`src/dcr_pkg.sv`:
```
// shared types and constants for the dashed circle rasterizer
package dcr_pkg;

    localparam int CENTER_BITS = 12;
    localparam int RADIUS_BITS = 6;
    localparam int COLOR_BITS  = 24;
    localparam int RUN_BITS    = 4;
    localparam int OUT_BITS    = 14;
    localparam int OFFSET_BITS = 7;
    localparam int ERR_BITS    = 9;
    localparam int RESULT_CAP  = 46;
    localparam int STEP_BITS   = 6;
    localparam int APB_ADDR_BITS = 2;
    localparam int APB_DATA_BITS = 32;

    // register byte addresses
    localparam logic [APB_ADDR_BITS-1:0] ADDR_DASH_RUN = 2'd0;

    localparam logic [RUN_BITS-1:0] DASH_RUN_RESET = 4'd1;

    // classified circle command, as held in the queue
    typedef struct packed {
        logic [CENTER_BITS-1:0] cx;
        logic [CENTER_BITS-1:0] cy;
        logic [RADIUS_BITS-1:0] radius;
        logic [COLOR_BITS-1:0]  color;
        logic                   dashed;
        logic [RUN_BITS-1:0]    run;
    } dcr_cmd_t;

    // queue status: full is seen by the front, empty by the back
    typedef struct packed {
        logic full;
        logic empty;
    } dcr_q_status_t;

endpackage

```
`src/dashed_circle_rasterizer_unit.sv`:
```
// top level of the dashed midpoint circle rasterizer
//
//   channel   direction   handshake             payload
//   in        to block    in_valid / in_stall   center_x center_y radius color dashed
//   out       from block  out_valid / out_stall eight coordinates, pixel_color,
//                                               draw_enable, last_step
//   cfg       to block    apb psel/penable      dash_run_length at byte address 0
//
// a circle of radius r gives about r/sqrt(2)+1 results (at most 46), one per cycle
// from the back's recurrence register while out is not stalled, once loaded from the queue.
// the front register and two-entry queue let up to three commands wait while a circle runs.
// reset clears handshake and sequencer state and sets dash_run_length to 1.
// a stall on out holds the result register and pauses the recurrence.
module dashed_circle_rasterizer_unit #(
    parameter int MAX_RADIUS = 63,
    parameter int COORD_BITS = 12
) (
    input  logic                                 clk,
    input  logic                                 rst_n,
    input  logic                                 psel,
    input  logic                                 penable,
    input  logic                                 pwrite,
    input  logic [dcr_pkg::APB_ADDR_BITS-1:0]    paddr,
    input  logic [dcr_pkg::APB_DATA_BITS-1:0]    pwdata,
    output logic [dcr_pkg::APB_DATA_BITS-1:0]    prdata,
    output logic                                 pready,
    input  logic                                 in_valid,
    output logic                                 in_stall,
    input  logic [dcr_pkg::CENTER_BITS-1:0]      center_x,
    input  logic [dcr_pkg::CENTER_BITS-1:0]      center_y,
    input  logic [dcr_pkg::RADIUS_BITS-1:0]      radius,
    input  logic [dcr_pkg::COLOR_BITS-1:0]       color,
    input  logic                                 dashed,
    output logic                                 out_valid,
    input  logic                                 out_stall,
    output logic signed [dcr_pkg::OUT_BITS-1:0]  x_plus_major,
    output logic signed [dcr_pkg::OUT_BITS-1:0]  x_minus_major,
    output logic signed [dcr_pkg::OUT_BITS-1:0]  y_plus_minor,
    output logic signed [dcr_pkg::OUT_BITS-1:0]  y_minus_minor,
    output logic signed [dcr_pkg::OUT_BITS-1:0]  x_plus_minor,
    output logic signed [dcr_pkg::OUT_BITS-1:0]  x_minus_minor,
    output logic signed [dcr_pkg::OUT_BITS-1:0]  y_plus_major,
    output logic signed [dcr_pkg::OUT_BITS-1:0]  y_minus_major,
    output logic [dcr_pkg::COLOR_BITS-1:0]       pixel_color,
    output logic                                 draw_enable,
    output logic                                 last_step
);
    import dcr_pkg::*;

    logic [RUN_BITS-1:0] dash_run_reg;
    logic [RUN_BITS-1:0] dash_run_next;
    logic                cfg_write;
    logic                push;
    logic                pop;
    dcr_cmd_t            push_cmd;
    dcr_cmd_t            pop_cmd;
    dcr_q_status_t       q_status;

    // configuration register
    assign pready    = 1'b1;
    assign cfg_write = psel && penable && pwrite && pready && (paddr == ADDR_DASH_RUN);
    assign dash_run_next = cfg_write ? pwdata[RUN_BITS-1:0] : dash_run_reg;
    assign prdata = (paddr == ADDR_DASH_RUN) ? APB_DATA_BITS'(dash_run_reg) : '0;

    always_ff @(posedge clk or negedge rst_n)
    begin
        if (!rst_n)
        begin
            dash_run_reg <= DASH_RUN_RESET;
        end
        else
        begin
            dash_run_reg <= dash_run_next;
        end
    end

    dcr_front #(
        .MAX_RADIUS (MAX_RADIUS),
        .COORD_BITS (COORD_BITS)
    ) u_front (
        .clk             (clk),
        .rst_n           (rst_n),
        .in_valid        (in_valid),
        .in_stall        (in_stall),
        .center_x        (center_x),
        .center_y        (center_y),
        .radius          (radius),
        .color           (color),
        .dashed          (dashed),
        .dash_run_length (dash_run_reg),
        .q_status        (q_status),
        .push            (push),
        .push_cmd        (push_cmd)
    );

    dcr_queue u_queue (
        .clk      (clk),
        .rst_n    (rst_n),
        .push     (push),
        .push_cmd (push_cmd),
        .pop      (pop),
        .pop_cmd  (pop_cmd),
        .status   (q_status)
    );

    dcr_back u_back (
        .clk           (clk),
        .rst_n         (rst_n),
        .q_status      (q_status),
        .pop_cmd       (pop_cmd),
        .pop           (pop),
        .out_valid     (out_valid),
        .out_stall     (out_stall),
        .x_plus_major  (x_plus_major),
        .x_minus_major (x_minus_major),
        .y_plus_minor  (y_plus_minor),
        .y_minus_minor (y_minus_minor),
        .x_plus_minor  (x_plus_minor),
        .x_minus_minor (x_minus_minor),
        .y_plus_major  (y_plus_major),
        .y_minus_major (y_minus_major),
        .pixel_color   (pixel_color),
        .draw_enable   (draw_enable),
        .last_step     (last_step)
    );

endmodule

```
`src/dcr_front.sv`:
```
// front: accepts circle commands, saturates radius, masks centers, resolves run length
module dcr_front #(
    parameter int MAX_RADIUS = 63,
    parameter int COORD_BITS = 12
) (
    input  logic                            clk,
    input  logic                            rst_n,
    input  logic                            in_valid,
    output logic                            in_stall,
    input  logic [dcr_pkg::CENTER_BITS-1:0] center_x,
    input  logic [dcr_pkg::CENTER_BITS-1:0] center_y,
    input  logic [dcr_pkg::RADIUS_BITS-1:0] radius,
    input  logic [dcr_pkg::COLOR_BITS-1:0]  color,
    input  logic                            dashed,
    input  logic [dcr_pkg::RUN_BITS-1:0]    dash_run_length,
    input  dcr_pkg::dcr_q_status_t          q_status,
    output logic                            push,
    output dcr_pkg::dcr_cmd_t               push_cmd
);
    import dcr_pkg::*;

    localparam int CB = (COORD_BITS >= CENTER_BITS) ? CENTER_BITS : COORD_BITS;
    localparam logic [CENTER_BITS-1:0] CMASK = CENTER_BITS'((33'd1 << CB) - 33'd1);
    localparam logic [10:0] MAX_R = 11'(MAX_RADIUS);

    logic      front_valid_reg;
    logic      front_valid_next;
    dcr_cmd_t  cmd_reg;
    dcr_cmd_t  cmd_next;
    logic      accept;

    // handshake
    assign push     = front_valid_reg && !q_status.full;
    assign in_stall = front_valid_reg && q_status.full;
    assign accept   = in_valid && !in_stall;
    assign push_cmd = cmd_reg;

    // classification of the incoming command
    always_comb
    begin
        cmd_next.cx     = center_x & CMASK;
        cmd_next.cy     = center_y & CMASK;
        cmd_next.radius = ({5'd0, radius} > MAX_R) ? RADIUS_BITS'(MAX_R) : radius;
        cmd_next.color  = color;
        cmd_next.dashed = dashed;
        cmd_next.run    = (dash_run_length == '0) ? RUN_BITS'(1) : dash_run_length;
    end

    assign front_valid_next = accept || (front_valid_reg && !push);

    // control
    always_ff @(posedge clk or negedge rst_n)
    begin
        if (!rst_n)
        begin
            front_valid_reg <= 1'b0;
        end
        else
        begin
            front_valid_reg <= front_valid_next;
        end
    end

    // payload
    always_ff @(posedge clk)
    begin
        if (accept)
        begin
            cmd_reg <= cmd_next;
        end
    end

endmodule

```
`src/dcr_queue.sv`:
```
// two-entry command queue between front and back
module dcr_queue (
    input  logic                   clk,
    input  logic                   rst_n,
    input  logic                   push,
    input  dcr_pkg::dcr_cmd_t      push_cmd,
    input  logic                   pop,
    output dcr_pkg::dcr_cmd_t      pop_cmd,
    output dcr_pkg::dcr_q_status_t status
);
    import dcr_pkg::*;

    dcr_cmd_t    entry_reg [2];
    logic        wr_ptr_reg;
    logic        wr_ptr_next;
    logic        rd_ptr_reg;
    logic        rd_ptr_next;
    logic [1:0]  count_reg;
    logic [1:0]  count_next;
    logic        do_push;
    logic        do_pop;

    assign status.full  = (count_reg == 2'd2);
    assign status.empty = (count_reg == 2'd0);
    assign do_push = push && !status.full;
    assign do_pop  = pop && !status.empty;
    assign pop_cmd = entry_reg[rd_ptr_reg];

    // pointer and count update
    always_comb
    begin
        wr_ptr_next = wr_ptr_reg ^ do_push;
        rd_ptr_next = rd_ptr_reg ^ do_pop;
        count_next  = count_reg;
        if (do_push && !do_pop)
        begin
            count_next = count_reg + 2'd1;
        end
        else if (do_pop && !do_push)
        begin
            count_next = count_reg - 2'd1;
        end
    end

    always_ff @(posedge clk or negedge rst_n)
    begin
        if (!rst_n)
        begin
            wr_ptr_reg <= 1'b0;
            rd_ptr_reg <= 1'b0;
            count_reg  <= 2'd0;
        end
        else
        begin
            wr_ptr_reg <= wr_ptr_next;
            rd_ptr_reg <= rd_ptr_next;
            count_reg  <= count_next;
        end
    end

    // entry storage
    always_ff @(posedge clk)
    begin
        if (do_push)
        begin
            entry_reg[wr_ptr_reg] <= push_cmd;
        end
    end

endmodule

```
`src/dcr_back.sv`:
```
// back: runs the midpoint octant recurrence and drives the result register
module dcr_back (
    input  logic                                clk,
    input  logic                                rst_n,
    input  dcr_pkg::dcr_q_status_t             q_status,
    input  dcr_pkg::dcr_cmd_t                   pop_cmd,
    output logic                                pop,
    output logic                                out_valid,
    input  logic                                out_stall,
    output logic signed [dcr_pkg::OUT_BITS-1:0] x_plus_major,
    output logic signed [dcr_pkg::OUT_BITS-1:0] x_minus_major,
    output logic signed [dcr_pkg::OUT_BITS-1:0] y_plus_minor,
    output logic signed [dcr_pkg::OUT_BITS-1:0] y_minus_minor,
    output logic signed [dcr_pkg::OUT_BITS-1:0] x_plus_minor,
    output logic signed [dcr_pkg::OUT_BITS-1:0] x_minus_minor,
    output logic signed [dcr_pkg::OUT_BITS-1:0] y_plus_major,
    output logic signed [dcr_pkg::OUT_BITS-1:0] y_minus_major,
    output logic [dcr_pkg::COLOR_BITS-1:0]     pixel_color,
    output logic                                draw_enable,
    output logic                                last_step
);
    import dcr_pkg::*;

    typedef enum logic [1:0] {
        ST_IDLE = 2'b01,
        ST_RUN  = 2'b10
    } back_state_t;

    back_state_t                state_reg;
    back_state_t                state_next;
    dcr_cmd_t                   cmd_reg;
    logic [OFFSET_BITS-1:0]     major_reg;
    logic [OFFSET_BITS-1:0]     major_next;
    logic [OFFSET_BITS-1:0]     minor_reg;
    logic [OFFSET_BITS-1:0]     minor_next;
    logic signed [ERR_BITS-1:0] err_reg;
    logic signed [ERR_BITS-1:0] err_next;
    logic [RUN_BITS-1:0]        dash_count_reg;
    logic [RUN_BITS-1:0]        dash_count_next;
    logic                       dash_on_reg;
    logic                       dash_on_next;
    logic [STEP_BITS-1:0]       step_reg;
    logic [STEP_BITS-1:0]       step_next;
    logic                       out_valid_reg;
    logic                       out_valid_next;
    logic                       load;
    logic                       emit;
    logic                       last;
    logic signed [ERR_BITS:0]   err_acc;
    logic [RUN_BITS-1:0]        dash_inc;
    logic [OUT_BITS-1:0]        cx_w;
    logic [OUT_BITS-1:0]        cy_w;
    logic [OUT_BITS-1:0]        mj_w;
    logic [OUT_BITS-1:0]        mn_w;

    assign load = (state_reg == ST_IDLE) && !q_status.empty;
    assign pop  = load;
    assign emit = (state_reg == ST_RUN) && (!out_valid_reg || !out_stall);
    assign out_valid = out_valid_reg;

    // one recurrence step
    always_comb
    begin
        err_acc    = (ERR_BITS+1)'(err_reg) + (ERR_BITS+1)'({minor_reg, 1'b1});
        minor_next = minor_reg + OFFSET_BITS'(1);
        major_next = major_reg;
        err_next   = ERR_BITS'(err_acc);
        if (err_acc >= 0)
        begin
            major_next = major_reg - OFFSET_BITS'(1);
            err_next   = ERR_BITS'(err_acc - (ERR_BITS+1)'({major_next, 1'b0}));
        end
        dash_inc        = dash_count_reg + RUN_BITS'(1);
        dash_count_next = dash_count_reg;
        dash_on_next    = dash_on_reg;
        if (cmd_reg.dashed)
        begin
            dash_count_next = dash_inc;
            if (dash_inc == cmd_reg.run)
            begin
                dash_count_next = '0;
                dash_on_next    = !dash_on_reg;
            end
        end
        step_next = step_reg + STEP_BITS'(1);
        // major drops below zero on a zero radius, so compare signed
        last = ($signed(minor_next) > $signed(major_next))
            || (step_reg == STEP_BITS'(RESULT_CAP - 1));
    end

    // sequencer
    always_comb
    begin
        state_next = state_reg;
        unique case (state_reg)
            ST_IDLE:
            begin
                if (load)
                begin
                    state_next = ST_RUN;
                end
            end
            ST_RUN:
            begin
                if (emit && last)
                begin
                    state_next = ST_IDLE;
                end
            end
            default:
            begin
                state_next = ST_IDLE;
            end
        endcase
    end

    always_comb
    begin
        if (emit)
        begin
            out_valid_next = 1'b1;
        end
        else if (!out_stall)
        begin
            out_valid_next = 1'b0;
        end
        else
        begin
            out_valid_next = out_valid_reg;
        end
    end

    // control registers
    always_ff @(posedge clk or negedge rst_n)
    begin
        if (!rst_n)
        begin
            state_reg     <= ST_IDLE;
            out_valid_reg <= 1'b0;
        end
        else
        begin
            state_reg     <= state_next;
            out_valid_reg <= out_valid_next;
        end
    end

    // recurrence state
    always_ff @(posedge clk)
    begin
        if (load)
        begin
            cmd_reg        <= pop_cmd;
            major_reg      <= OFFSET_BITS'(pop_cmd.radius);
            minor_reg      <= '0;
            err_reg        <= -ERR_BITS'(pop_cmd.radius);
            dash_count_reg <= '0;
            dash_on_reg    <= 1'b1;
            step_reg       <= '0;
        end
        else if (emit)
        begin
            major_reg      <= major_next;
            minor_reg      <= minor_next;
            err_reg        <= err_next;
            dash_count_reg <= dash_count_next;
            dash_on_reg    <= dash_on_next;
            step_reg       <= step_next;
        end
    end

    // mirrored coordinates of the current step
    assign cx_w = OUT_BITS'(cmd_reg.cx);
    assign cy_w = OUT_BITS'(cmd_reg.cy);
    assign mj_w = OUT_BITS'(major_reg);
    assign mn_w = OUT_BITS'(minor_reg);

    // result register
    always_ff @(posedge clk)
    begin
        if (emit)
        begin
            x_plus_major  <= cx_w + mj_w;
            x_minus_major <= cx_w - mj_w;
            y_plus_minor  <= cy_w + mn_w;
            y_minus_minor <= cy_w - mn_w;
            x_plus_minor  <= cx_w + mn_w;
            x_minus_minor <= cx_w - mn_w;
            y_plus_major  <= cy_w + mj_w;
            y_minus_major <= cy_w - mj_w;
            pixel_color   <= cmd_reg.color;
            draw_enable   <= dash_on_reg;
            last_step     <= last;
        end
    end

endmodule

```
`config.mk`:
```
export PLATFORM = sky130hd
export DESIGN_NAME = dashed_circle_rasterizer_unit
export DESIGN_NICKNAME = d
export VERILOG_FILES = /design/src/dcr_pkg.sv /design/src/dashed_circle_rasterizer_unit.sv /design/src/dcr_front.sv /design/src/dcr_queue.sv /design/src/dcr_back.sv
export SDC_FILE = /design/constraint.sdc
export NUM_CORES = 1
export LEC_CHECK = 0
export ABC_CLOCK_PERIOD_IN_PS = 9700
export BUFFER_PORTS_ARGS = -buffer_cell sky130_fd_sc_hd__buf_2
export CELL_PAD_IN_SITES_DETAIL_PLACEMENT = 0
export CELL_PAD_IN_SITES_GLOBAL_PLACEMENT = 2
export CORE_MARGIN = 4
export CORE_UTILIZATION = 43
export CTS_CLUSTER_SIZE = 8
export DETAILED_ROUTE_END_ITERATION = 6
export PLACE_DENSITY = 0.87
export SYNTH_ARGS = -nofsm -noshare
export SYNTH_HDL_FRONTEND = slang
export SYNTH_SLANG_ARGS = --single-unit
```
`constraint.sdc`:
```
create_clock -name clk -period 9.7 [get_ports clk]
set_clock_uncertainty 0.2 [all_clocks]
set_input_delay 0.97 -clock clk [delete_from_list [all_inputs] [get_ports clk]]
set_output_delay 0.97 -clock clk [all_outputs]
set_load 0.03 [all_outputs]
```
==> flow_metrics.env <==
export IMPL_outcome="completed"
export IMPL_wl_mm=35.4
export IMPL_fin_area_um2=20700
export IMPL_vdd_drop_max_mv=0.205
export IMPL_detail_route_antenna_nets=0
export IMPL_grt_max_degree=82
export IMPL_cts_setup_buffers=0
export IMPL_path_class="flop to flop"
export IMPL_cts_sinks=402
export IMPL_ys_warn_count=0
export IMPL_final_layout_size_suffix_gt1_share_pct=23.3
export IMPL_ys_ff_latch=402
export IMPL_die_area_um2=44300
export IMPL_track_usage_pct=15.8
export IMPL_swShare_pct=36.7
export IMPL_overflow=0
export IMPL_critPathMaxFanout=12
export IMPL_cp_slowest_cell="dfxtp_1"
export IMPL_p_total_mw=7.76
export IMPL_worstSetupEndpointType="flop"
export IMPL_p_sw_mw=2.84
export IMPL_r2r_end="u_back.last_step"
export IMPL_p_seq_share_pct=40.2
export IMPL_core_area_um2=40100
export IMPL_multi_input_area_um2=5170
export IMPL_antenna_found_initial=11
export IMPL_cts_root_buf="clkbuf_16"
export IMPL_cpPeakStageDelay_ns=0.63
export IMPL_clk_pin_slew_ns=0.05
export IMPL_first_pass_iters=5
export IMPL_gp_congestion=0.833
export IMPL_portBuffers=207
export IMPL_dieWidth_um=210
export IMPL_crit_path_cell_trace="ha_1 > a211oi_1 > o21a_1 > o21a_1 > nor2_1 > xnor2_1 > ha_1 > inv_1 > a2111oi_0 > o31ai_1 > o311ai_1 > nand2_1"
export IMPL_place_area_um2=19100
export IMPL_place_inst=1918
export IMPL_h_tree_depth=2
export IMPL_largest_register_ffs=118
export IMPL_drc=0
export IMPL_rsz0062_at_grt="no"
export IMPL_fin_nets=1640
export IMPL_cts_repair_resized=0
export IMPL_fin_hold_ws_ns=0.0600
export IMPL_vias=9813
export IMPL_synth_cells=1216
export IMPL_grt_pass1_wl_mm=55.0
export IMPL_synth_cell_type_count=59
export IMPL_regArea_um2=11800
export IMPL_rrSetupSlack_ns=5.45
export IMPL_seq_area_frac_synth_pct=67.1
export IMPL_avgSynthCellArea_um2=14.5
export IMPL_drt_initial_drc_count=461
export IMPL_synth_top_area_share_pct=63.3
export IMPL_start_kind="flop"
export IMPL_fmax_ghz=0.235
export IMPL_dp_hpwl_mm=24.6
export IMPL_cp_required_ns=9.81
export IMPL_p_comb_share_pct=37.1
export IMPL_pwr_share_clk_pct=22.7
export IMPL_setup_total_negative_slack_ns=0
export IMPL_synth_edf_count=371
export IMPL_fp_row_count=73
export IMPL_leakage_nw=7.83
export IMPL_initial_core_util_pct=43.9
export IMPL_n_fill_cell=3450
export IMPL_syn2layout_area_growth_pct=17.5
export IMPL_wire_per_inst_um=17.6
export IMPL_period_share_pct=43.9
export IMPL_intPower_mw=4.91
export IMPL_p_per_area_nw_per_um2=375
export IMPL_instances_no_fill=2015
export IMPL_cap_violations=0
export IMPL_rr_worst_depth=12
export IMPL_cts_tree="built"
export IMPL_relSlewSlack_pct=40.1
export IMPL_clockBufferDepth=3
export IMPL_hold_buffers=0
export IMPL_io_pins=269
export IMPL_pre_cts_ws_ns=5.41
export IMPL_hold_violations=0
export IMPL_worst_pin_slew_ns=0.898
export IMPL_die_h_um=210
export IMPL_yosysTopAreaCell="edfxtp_1"
export IMPL_synth_area_top_cells="edfxtp_1 (63%), ha_1 (5.9%), mux2_2 (3.7%)"
export IMPL_final_setup_viol_count=0
export IMPL_cts_buffers_inserted=56
export IMPL_final_min_clock_period_ns=4.25
export IMPL_synth_flop_cell="edfxtp_1"
export IMPL_finalMaxSlewViolations=0
export IMPL_reg2reg_from="u_back.minor_reg[0]"
export IMPL_fin_ws_ns=5.45
export IMPL_hold_path_class="input port to asynchronous set/reset pin"
export IMPL_via_per_inst=4.87
export IMPL_critPathArrivalTime_ns=4.36
export IMPL_synthArstFlopShare_pct=2.99
export IMPL_final_util_pct=51.6
export IMPL_clock_latency_ns=0.60
export IMPL_grt_pass1_vias=10252
export IMPL_synthesis_area_um2=17600
## logic make-up (layout without fill, tap and decap cells)
logic type	after synthesis	count (layout)	synth area share, %
XOR/XNOR	112	112	5.57
AO/OA/AOI/OAI	162	162	5.43
buffers and inverters	155	392	4.19
adder cells (fa/ha/maj)	94	94	7.09
other	2	39	0.0427
AND/OR/NAND/NOR	221	221	6.25
multiplexers	68	68	4.28
flip-flops	402	402	67.1
## power groups by stage
stage	combinational, mW	clock (mW)	sequential [mW]
detailed placement	2.91	0	3.15
CTS	2.92	1.81	3.13
global route	3.21	1.88	3.18
finish	2.88	1.76	3.12
floorplan	1.90	0	3.36
global placement	2.87	0	3.13
## per-layer routing
metal	vias up	wire [um]	global-route usage [%]
met5	-	55	0
met4	10	828	4.86
met2	243	16700	25.7
li1	4794	-	-
met3	66	2190	3.94
met1	4700	15600	21.2
## final cells by class
cell class	instances	area share, %
timing repair buffer	214	5.26
antenna	6	0.0726
sequential	402	57.1
tap	525	3.17
inverter	87	1.60
clock buffer	88	7.50
clock inverter	3	0.266
multi-input combinational	690	25.0
## cell usage after synthesis, drive strengths merged (5+ instances only)
cell and count:
a21boi 6, a21oi 50, and2 9, and3 14, buf 47, clkbuf 21, dfrtp 10, dfxtp 19
edfxtp 371, fa 10, ha 83, inv 87, mux2 58, mux2i 10, nand2 40, nand2b 14
nand3 12, nor2 70, nor2b 12, nor3 20, o21ai 65, o21bai 11, or3 5, xnor2 74
xor2 38
## worst max-delay path by stage
stage / start / endpoint / slack [ns]
after floorplan: out_stall / u_back.err_reg[0] / 3.26
after global placement: u_back.minor_reg[0] / u_back.last_step / 5.45
after detailed placement: u_back.minor_reg[0] / u_back.last_step / 5.41
after CTS: u_back.minor_reg[0] / u_back.last_step / 5.41
after global routing: u_back.minor_reg[1] / u_back.last_step / 5.12
final: u_back.minor_reg[0] / u_back.last_step / 5.45
## cell usage in the layout, fill, tap and decap left out, types with 5 or more instances in the layout
master     count
nand2_1       40
diode_2        6
dfrtp_1        9
dfxtp_1       19
buf_4          7
nand3_1       12
clkbuf_16     57
xnor2_1       74
inv_1         85
and2_1         8
nor2b_1       12
edfxtp_1     371
or3_1          5
nor2_1        70
mux2i_1       10
mux2_2        58
o21ai_0       45
xor2_1        38
nor3_1        20
conb_1        33
o21ai_1       20
nand2b_1      14
fa_1          10
buf_2        207
a21oi_1       50
clkbuf_1      30
ha_1          81
o21bai_1      11
and3_1        14
## worst max-delay path, delay by kind of cell (launching register included)
family / cells / cell delay [ns]
buf+inv: 1 / 0.06
flops: 1 / 0.63
xor+xnor: 1 / 0.18
simple gates: 2 / 0.23
compound gates: 6 / 2.03
fa+ha+maj: 2 / 0.66
Note: power is estimated with default switching activity, not from simulation.
